===== config.mk =====
export PLATFORM = sky130hd
export DESIGN_NAME = stereo_noise_gate_top
export DESIGN_NICKNAME = d
export VERILOG_FILES = /design/src/rtl/core/sng_pkg.sv /design/src/rtl/core/sng_mac.sv /design/src/rtl/core/sng_seq.sv /design/src/rtl/core/stereo_noise_gate_top.sv
export SDC_FILE = /design/constraint.sdc
export NUM_CORES = 2
export LEC_CHECK = 0
export BUFFER_PORTS_ARGS = -buffer_cell sky130_fd_sc_hd__buf_2
export CORE_UTILIZATION = 46
export CTS_BUF_LIST = sky130_fd_sc_hd__clkbuf_16
export DETAILED_ROUTE_END_ITERATION = 10
export PLACE_DENSITY_LB_ADDON = 0.15
export SKIP_CTS_REPAIR_TIMING = 1
export SLEW_MARGIN = 20
export SYNTH_ARGS = -nofsm -noshare
export SYNTH_HDL_FRONTEND = slang
export SYNTH_HIERARCHICAL = 1
export SYNTH_SLANG_ARGS = --single-unit

===== constraint.sdc =====
create_clock -name clock -period 12.65 [get_ports clock]
set_input_delay 1.8975 -clock clock [delete_from_list [all_inputs] [get_ports clock]]
set_output_delay 1.8975 -clock clock [all_outputs]
set_load 0.02 [all_outputs]

===== src/rtl/core/sng_pkg.sv =====
// ----------------------------------------------------------------------------
// sng_pkg: shared types and constants of the stereo noise gate
// Sequencer states, shared multiplier operations, the control group that
// the sequencer hands to the multiply-accumulate unit, and the gain ramp.
// ----------------------------------------------------------------------------
package sng_pkg;

   localparam int CFG_BITS       = 16;
   localparam int GAIN_BITS      = 16;
   localparam int CSR_INDEX_BITS = 2;

   // Register indexes of the configuration port.
   localparam logic [CSR_INDEX_BITS-1:0] CSR_THRESHOLD = 2'd0;
   localparam logic [CSR_INDEX_BITS-1:0] CSR_DRY       = 2'd1;
   localparam logic [CSR_INDEX_BITS-1:0] CSR_WET       = 2'd2;

   // Gain is unsigned Q1.15; unity is 32768, and the ramp keeps it between zero and unity.
   localparam logic [GAIN_BITS-1:0] GAIN_ONE  = 16'd32768;
   localparam logic [GAIN_BITS-1:0] GAIN_STEP = 16'd164;

   typedef enum logic [2:0] {
      ST_IDLE,
      ST_DX,
      ST_WG,
      ST_PX,
      ST_DONE
   } sng_state_type;

   typedef enum logic [1:0] {
      MAC_DX,
      MAC_WG,
      MAC_PX
   } mac_op_type;

   typedef struct packed {
      logic       idle;
      logic       mac_en;
      mac_op_type op;
      logic       chan;
      logic       save_left;
      logic       load_rsp;
   } seq_ctrl_type;

   // One step of the linear gain ramp, saturating at zero and unity.
   function automatic logic [GAIN_BITS-1:0] ramp_gain(input logic [GAIN_BITS-1:0] gain,
                                                      input logic in_band);
      logic [GAIN_BITS-1:0] result;
      if (in_band) begin
         result = (gain < GAIN_STEP) ? '0 : gain - GAIN_STEP;
      end else begin
         result = (gain > GAIN_ONE - GAIN_STEP) ? GAIN_ONE : gain + GAIN_STEP;
      end
      return result;
   endfunction

endpackage


===== src/rtl/core/sng_mac.sv =====
// ----------------------------------------------------------------------------
// sng_mac: shared multiply-accumulate unit
// One signed multiplier builds dry*x*2^15 + wet*gain*x in three products;
// the accumulator is rounded to nearest and saturated to the sample width.
// ----------------------------------------------------------------------------
module sng_mac
   import sng_pkg::*;
#(
   parameter int SAMPLE_BITS = 16
) (
   input  logic                          clock,
   input  seq_ctrl_type                  ctrl,
   input  logic        [CFG_BITS-1:0]    dry_level,
   input  logic        [CFG_BITS-1:0]    wet_level,
   input  logic        [GAIN_BITS-1:0]   gain,
   input  logic signed [SAMPLE_BITS-1:0] sample,
   output logic signed [SAMPLE_BITS-1:0] result
);

   localparam int MB  = (SAMPLE_BITS > GAIN_BITS + 1) ? SAMPLE_BITS : GAIN_BITS + 1;
   localparam int AB  = 33;
   localparam int PW  = AB + MB;
   localparam int ACW = SAMPLE_BITS + 32;
   localparam int QW  = ACW - 30;

   localparam logic signed [ACW-1:0] RND = {{(ACW-30){1'b0}}, 1'b1, 29'b0};
   localparam logic signed [QW-1:0]  QHI = {3'b000, {(SAMPLE_BITS-1){1'b1}}};
   localparam logic signed [QW-1:0]  QLO = {3'b111, {(SAMPLE_BITS-1){1'b0}}};

   logic signed [AB-1:0]  mul_a;
   logic signed [MB-1:0]  mul_b;
   logic signed [PW-1:0]  prod;
   logic        [31:0]    p1_ff, p1_in;
   logic signed [ACW-1:0] acc_ff, acc_in;
   logic signed [ACW-1:0] rounded;
   logic signed [QW-1:0]  q;

   always_comb begin
      mul_a = AB'(dry_level);
      mul_b = MB'(sample);
      case (ctrl.op)
         MAC_DX: begin
            mul_a = AB'(dry_level);
            mul_b = MB'(sample);
         end
         MAC_WG: begin
            mul_a = AB'(wet_level);
            mul_b = MB'(gain);
         end
         MAC_PX: begin
            mul_a = AB'(p1_ff);
            mul_b = MB'(sample);
         end
         default: begin
            mul_a = AB'(dry_level);
            mul_b = MB'(sample);
         end
      endcase
   end

   assign prod = mul_a * mul_b;

   always_comb begin
      p1_in  = p1_ff;
      acc_in = acc_ff;
      if (ctrl.mac_en) begin
         case (ctrl.op)
            MAC_DX:  acc_in = {prod[ACW-16:0], 15'b0};
            MAC_WG:  p1_in  = prod[31:0];
            MAC_PX:  acc_in = acc_ff + prod[ACW-1:0];
            default: acc_in = acc_ff;
         endcase
      end
   end

   always_ff @(posedge clock) begin
      p1_ff  <= p1_in;
      acc_ff <= acc_in;
   end

   // Round to nearest, ties toward plus infinity, then clamp.
   assign rounded = acc_ff + RND;
   assign q       = rounded[ACW-1:30];

   always_comb begin
      if (q > QHI) begin
         result = QHI[SAMPLE_BITS-1:0];
      end else if (q < QLO) begin
         result = QLO[SAMPLE_BITS-1:0];
      end else begin
         result = q[SAMPLE_BITS-1:0];
      end
   end

endmodule


===== src/rtl/core/sng_seq.sv =====
// ----------------------------------------------------------------------------
// sng_seq: frame sequencer
// Steps the shared multiplier through three operations per channel, left
// first, and hands the finished frame to the response register.
// ----------------------------------------------------------------------------
module sng_seq
   import sng_pkg::*;
(
   input  logic         clock,
   input  logic         reset,
   input  logic         req_fire,
   input  logic         rsp_block,
   output seq_ctrl_type ctrl
);

   sng_state_type state_ff, state_in;
   logic          chan_ff, chan_in;

   always_comb begin
      state_in = state_ff;
      chan_in  = chan_ff;
      case (state_ff)
         ST_IDLE: begin
            if (req_fire) begin
               state_in = ST_DX;
               chan_in  = 1'b0;
            end
         end
         ST_DX: state_in = ST_WG;
         ST_WG: state_in = ST_PX;
         ST_PX: state_in = ST_DONE;
         ST_DONE: begin
            if (!chan_ff) begin
               state_in = ST_DX;
               chan_in  = 1'b1;
            end else if (!rsp_block) begin
               state_in = ST_IDLE;
            end
         end
         default: state_in = ST_IDLE;
      endcase
   end

   always_comb begin
      ctrl           = '0;
      ctrl.chan      = chan_ff;
      ctrl.op        = MAC_DX;
      case (state_ff)
         ST_IDLE: ctrl.idle = 1'b1;
         ST_DX: begin
            ctrl.mac_en = 1'b1;
            ctrl.op     = MAC_DX;
         end
         ST_WG: begin
            ctrl.mac_en = 1'b1;
            ctrl.op     = MAC_WG;
         end
         ST_PX: begin
            ctrl.mac_en = 1'b1;
            ctrl.op     = MAC_PX;
         end
         ST_DONE: begin
            ctrl.save_left = !chan_ff;
            ctrl.load_rsp  = chan_ff && !rsp_block;
         end
         default: ctrl.idle = 1'b0;
      endcase
   end

   always_ff @(posedge clock) begin
      if (reset) begin
         state_ff <= ST_IDLE;
         chan_ff  <= 1'b0;
      end else begin
         state_ff <= state_in;
         chan_ff  <= chan_in;
      end
   end

endmodule


===== src/rtl/core/stereo_noise_gate_top.sv =====
// ----------------------------------------------------------------------------
// stereo_noise_gate_top: two-channel noise gate with linear gain ramp
// and dry/wet mix.
//
// Usage: a stereo frame arrives on the req_ stream; the gated, mixed frame
// leaves on the rsp_ stream. On acceptance each channel's gain steps down
// by 164 when the sample lies strictly inside the threshold band, and up
// otherwise; the new gain is used for that frame's output.
// The csr_ channel writes gate_threshold, dry_level and wet_level; it is
// always ready and should only be written while no frame is in flight.
// Sequence: an accepted frame steps through DX, WG, PX and DONE for the left
// channel, then again for the right; the last DONE loads the output register
// that drives rsp_tvalid. A new frame is accepted only back in idle, as the
// single shared multiplier does three products per channel plus one DONE step.
// A finished frame sits in the output register while the next frame is
// accepted and computed; if rsp_tready is still low when that next frame
// finishes, the sequencer waits and holds req_tready low.
// Reset (synchronous) sets gains to unity and clears settings and rsp_tvalid.
// ----------------------------------------------------------------------------
module stereo_noise_gate_top
   import sng_pkg::*;
#(
   parameter int SAMPLE_BITS = 16
) (
   input  logic                      clock,
   input  logic                      reset,
   input  logic                      req_tvalid,
   output logic                      req_tready,
   // Fields from bit 0 up: left_sample, right_sample.
   input  logic [((2*SAMPLE_BITS+7)/8)*8-1:0] req_tdata,
   output logic                      rsp_tvalid,
   input  logic                      rsp_tready,
   // Fields from bit 0 up: left_out, right_out.
   output logic [((2*SAMPLE_BITS+7)/8)*8-1:0] rsp_tdata,
   input  logic                      csr_valid,
   output logic                      csr_ready,
   input  logic [CSR_INDEX_BITS-1:0] csr_index,
   input  logic [CFG_BITS-1:0]       csr_data
);

   localparam int TDW = ((2*SAMPLE_BITS+7)/8)*8;
   localparam int CW  = ((SAMPLE_BITS > CFG_BITS) ? SAMPLE_BITS : CFG_BITS) + 2;

   seq_ctrl_type ctrl;
   logic         req_fire;
   logic         rsp_block;

   logic [CFG_BITS-1:0] thr_ff, thr_in;
   logic [CFG_BITS-1:0] dry_ff, dry_in;
   logic [CFG_BITS-1:0] wet_ff, wet_in;

   logic [GAIN_BITS-1:0] gain_l_ff, gain_l_in;
   logic [GAIN_BITS-1:0] gain_r_ff, gain_r_in;

   logic signed [SAMPLE_BITS-1:0] in_left, in_right;
   logic signed [SAMPLE_BITS-1:0] x_l_ff, x_l_in;
   logic signed [SAMPLE_BITS-1:0] x_r_ff, x_r_in;
   logic signed [SAMPLE_BITS-1:0] x_sel;
   logic        [GAIN_BITS-1:0]   gain_sel;
   logic signed [SAMPLE_BITS-1:0] mac_result;

   logic signed [CW-1:0] t_pos, t_neg, xl_ext, xr_ext;
   logic                 inside_l, inside_r;

   logic signed [SAMPLE_BITS-1:0] left_hold_ff, left_hold_in;
   logic signed [SAMPLE_BITS-1:0] out_l_ff, out_l_in;
   logic signed [SAMPLE_BITS-1:0] out_r_ff, out_r_in;
   logic                          rsp_valid_ff, rsp_valid_in;

   assign in_left  = req_tdata[SAMPLE_BITS-1:0];
   assign in_right = req_tdata[2*SAMPLE_BITS-1:SAMPLE_BITS];

   assign req_tready = ctrl.idle;
   assign req_fire   = req_tvalid && ctrl.idle;
   assign rsp_block  = rsp_valid_ff && !rsp_tready;
   assign csr_ready  = 1'b1;

   // Band test: strictly between minus and plus threshold.
   assign t_pos    = CW'(thr_ff);
   assign t_neg    = -t_pos;
   assign xl_ext   = CW'(in_left);
   assign xr_ext   = CW'(in_right);
   assign inside_l = (xl_ext < t_pos) && (xl_ext > t_neg);
   assign inside_r = (xr_ext < t_pos) && (xr_ext > t_neg);

   always_comb begin
      thr_in = thr_ff;
      dry_in = dry_ff;
      wet_in = wet_ff;
      if (csr_valid) begin
         case (csr_index)
            CSR_THRESHOLD: thr_in = csr_data;
            CSR_DRY:       dry_in = csr_data;
            CSR_WET:       wet_in = csr_data;
            default:       thr_in = thr_ff;
         endcase
      end
   end

   always_comb begin
      gain_l_in = gain_l_ff;
      gain_r_in = gain_r_ff;
      x_l_in    = x_l_ff;
      x_r_in    = x_r_ff;
      if (req_fire) begin
         gain_l_in = ramp_gain(gain_l_ff, inside_l);
         gain_r_in = ramp_gain(gain_r_ff, inside_r);
         x_l_in    = in_left;
         x_r_in    = in_right;
      end
   end

   assign x_sel    = ctrl.chan ? x_r_ff : x_l_ff;
   assign gain_sel = ctrl.chan ? gain_r_ff : gain_l_ff;

   always_comb begin
      left_hold_in = ctrl.save_left ? mac_result : left_hold_ff;
      out_l_in     = ctrl.load_rsp ? left_hold_ff : out_l_ff;
      out_r_in     = ctrl.load_rsp ? mac_result : out_r_ff;
      if (ctrl.load_rsp) begin
         rsp_valid_in = 1'b1;
      end else if (rsp_tready) begin
         rsp_valid_in = 1'b0;
      end else begin
         rsp_valid_in = rsp_valid_ff;
      end
   end

   always_ff @(posedge clock) begin
      if (reset) begin
         thr_ff       <= '0;
         dry_ff       <= '0;
         wet_ff       <= '0;
         gain_l_ff    <= GAIN_ONE;
         gain_r_ff    <= GAIN_ONE;
         rsp_valid_ff <= 1'b0;
      end else begin
         thr_ff       <= thr_in;
         dry_ff       <= dry_in;
         wet_ff       <= wet_in;
         gain_l_ff    <= gain_l_in;
         gain_r_ff    <= gain_r_in;
         rsp_valid_ff <= rsp_valid_in;
      end
   end

   always_ff @(posedge clock) begin
      x_l_ff       <= x_l_in;
      x_r_ff       <= x_r_in;
      left_hold_ff <= left_hold_in;
      out_l_ff     <= out_l_in;
      out_r_ff     <= out_r_in;
   end

   assign rsp_tvalid = rsp_valid_ff;
   assign rsp_tdata  = TDW'({out_r_ff, out_l_ff});

   sng_seq u_seq (
      .clock     (clock),
      .reset     (reset),
      .req_fire  (req_fire),
      .rsp_block (rsp_block),
      .ctrl      (ctrl)
   );

   sng_mac #(
      .SAMPLE_BITS (SAMPLE_BITS)
   ) u_mac (
      .clock     (clock),
      .ctrl      (ctrl),
      .dry_level (dry_ff),
      .wet_level (wet_ff),
      .gain      (gain_sel),
      .sample    (x_sel),
      .result    (mac_result)
   );

endmodule


==> metrics.md <==
| Metric | Value |
|---|---|
| Status | `finished, final reports clean` |
| Initial Util | `0.467` |
| Max Cap Viol | `0` |
| Critical R2R Launch | `u_seq/state_ff[0]` |
| Worst Path Max Fanout | `25` |
| Worst-Margin Slew | `1.17 ns` |
| Die H | `between 200 and 300 um` |
| Largest net degree at the start of global routing | `65` |
| CP most frequent cell | `fa_1` |
| CP max stage delay | `0.86 ns` |
| Setup Viol. Count Final | `0` |
| Sequential share of the synthesized area | `0.200` |
| Total grt overflow | `0` |
| H-tree depth | `1` |
| Asr flop ratio synth | `0` |
| Total CTS buffers | `30` |
| GPL Wtd Cong | `0.915` |
| Cells after Synth | `between 3,000 and 4,000` |
| Die area | `71,100 um2` |
| Syn_area_per_cell | `around 9 um2` |
| First-pass GRT wire length | `149 mm` |
| Ys flop type | `edfxtp_1` |
| Most frequent cells in the layout | `nand2_1, inv_1, fa_1, nor2_1, ha_1` |
| Die Wd | `267 um` |
| Drt wl/cell | `20.9 um` |
| Cell variety after synth | `98` |
| Core area | `around 69,000 um2` |
| Drt drc | `0` |
| Most common cell after layout, fill and taps aside | `nand2_1` |
| Clock transition at path regs | `~0.060 ns` |
| Post-Layout Cell Count | `4,525` |
| End of the worst register-to-register path | `u_mac/acc_ff[41]` |
| Drt pass-1 iters | `9` |
| CP Launch Type | `flop` |
| CTS tree | `built` |
| Sink Count | `241` |
| DR iter-0 viols | `1,950` |
| Achievable Freq | `89.7 MHz` |
| DP HPWL | `74.1 mm` |
| CP max-delay cell | `ha_1` |
| CTS Root Cell | `clkbuf_16` |
| Hold Fails Final Rpt | `0` |
| Tightest Hold Check Type | `flop to flop` |
| Synth Cell Area | `32,200 um2` |
| Total wire length | `around 94 mm` |
| Final net count | `4,343` |
| Slew Limit Fails | `0` |
| Fraction of layout cells with a size suffix above 1 | `0.0771` |
| Worst R2R Setup Slack | `1.50 ns` |
| RSZ-0062 raised after global routing | `false` |
| Worst setup endpoint | `u_mac/acc_ff[41]` |
| Vias in the first global route | `25,800` |
| IO Pins | `90` |
| # port buffers | `88` |
| CP startpoint | `u_seq/state_ff[0]` |
| Critical path class | `flop to flop` |
| WP data required | `13.03 ns` |
| ANT cells | `0` |
| Setup tns final | `0 ns` |
| YS warnings | `6` |
| Period utilization | `0.882` |
| Clk Latency, worst-skew pair | `between 0.6 and 0.7 ns` |
| Critical Path Sink Type | `flop` |
| Seq cells post-synth | `241` |
| Number of flops mapped to enable cells by yosys | `160` |
| Max-slew headroom | `0.217` |
| Site row count | `96` |
| Dpl cells | `4,469` |
| Worst Path Arrival | `11.54 ns` |
| Fillers | `6,700` |
| Tot GR Track Use | `0.274` |
| DRT antenna net count | `0` |
| Clock Path Buffers | `3` |
| R2r worst-path depth | `33` |
| Initial antenna violation count | `0` |
| Area delta synth->final | `7.36%` |
| Via count | `approximately 25,000` |
| DR vias/cell | `5.56` |
| Period minus WS final | `11.15 ns` |
| Clock Skew | `0.0628 ns` |
## flip-flops by register name, indices dropped and copies added (netlist names), 16 cells and up
name,count
thr_ff,16
u_mac/p1_ff,32
left_hold_ff,16
dry_ff,16
out_l_ff,16
u_mac/acc_ff,48
wet_ff,16
out_r_ff,16
x_r_ff,16
x_l_ff,16
## routing by layer
metal / GRT usage / routed length [um]
met1: 0.378 / 40900
met2: 0.433 / 42300
met3: 0.0626 / 8350
met4: 0.0725 / 2820
met5: 0 / 0
## through the flow
| stage | hold slack (ns) | setup slack, ns | instance area, um2 | util |
|---|---|---|---|---|
| after floorplan | 0.400 | 2.88 | 32200 | - |
| after global placement | 0.401 | 1.72 | 33500 | 0.485 |
| after detailed placement | 0.405 | 1.72 | 33500 | 0.486 |
| after CTS | 0.413 | 1.71 | 34600 | 0.502 |
| after global routing | 0.432 | 1.01 | 34600 | 0.502 |
| final | 0.408 | 1.50 | 34600 | 0.502 |
## worst max-delay path, delay by kind of cell, from the launching register on
| kind | cells | cell delay [ns] |
|---|---|---|
| AO/OA/AOI/OAI | 13 | 3.49 |
| XOR/XNOR | 2 | 0.26 |
| flip-flops | 1 | 0.54 |
| multiplexers | 1 | 0.27 |
| adder cells (fa/ha/maj) | 9 | 4.84 |
| AND/OR/NAND/NOR | 6 | 1.02 |
| buffers and inverters | 2 | 0.46 |
## worst min-delay path by stage
stage	from	endpoint	cells after the start
2_1_floorplan	left_hold_ff[0]	out_l_ff[0]	0
3_3_place_gp	left_hold_ff[5]	out_l_ff[5]	0
3_5_place_dp	left_hold_ff[2]	out_l_ff[2]	0
4_1_cts	left_hold_ff[12]	out_l_ff[12]	0
5_1_grt	left_hold_ff[11]	out_l_ff[11]	0
6_report	left_hold_ff[11]	out_l_ff[11]	0
## cells in the mapped netlist (all sizes together), types with 14 or more instances
| cell | number | area [um2] |
|---|---|---|
| o21a | 17 | 128 |
| mux2i | 26 | 260 |
| a31oi | 27 | 169 |
| nand3 | 43 | 215 |
| a21o | 78 | 586 |
| a22oi | 19 | 143 |
| a21oi | 186 | 935 |
| xnor2 | 80 | 716 |
| nand2b | 16 | 100 |
| xor2 | 51 | 447 |
| and3 | 23 | 149 |
| nand2 | 520 | 1950 |
| and2 | 31 | 196 |
| mux2 | 60 | 676 |
| nor2 | 393 | 1480 |
| buf | 24 | 135 |
| o21bai | 22 | 165 |
| fa | 450 | 9010 |
| clkbuf | 139 | 527 |
| a211oi | 29 | 233 |
| nor3 | 30 | 166 |
| nand4 | 27 | 175 |
| dfxtp | 81 | 1620 |
| inv | 501 | 1880 |
| edfxtp | 160 | 4800 |
| o211ai | 14 | 105 |
| nor2b | 20 | 125 |
| o21ai | 103 | 519 |
| ha | 268 | 3350 |
## cell type report
cell class,instances,area [um2],area share
multi-input combinational,2675,23300,0.674
sequential,241,6430,0.186
inverter,502,1880,0.0545
tap,931,1160,0.0337
clock buffer,31,776,0.0224
timing repair buffer,120,681,0.0197
clock inverter,25,327,0.00944
## kinds of logic (layout without fill, tap and decap cells)
family | after synthesis | after routing | synth area share
AOI/OAI and AO/OA | 572 | 572 | 0.115
xor gates and xnor gates | 132 | 132 | 0.0368
adders and majority gates | 720 | 720 | 0.384
buffers and inverters | 665 | 678 | 0.0791
DFF | 241 | 241 | 0.200
muxes | 86 | 86 | 0.0291
other | 2 | 3 | 0.000233
and+or+nand+nor | 1162 | 1162 | 0.156
Power is left out: the tool's default activity adds up to more than one toggle a clock period on the data nets, which glitch-free logic cannot reach.
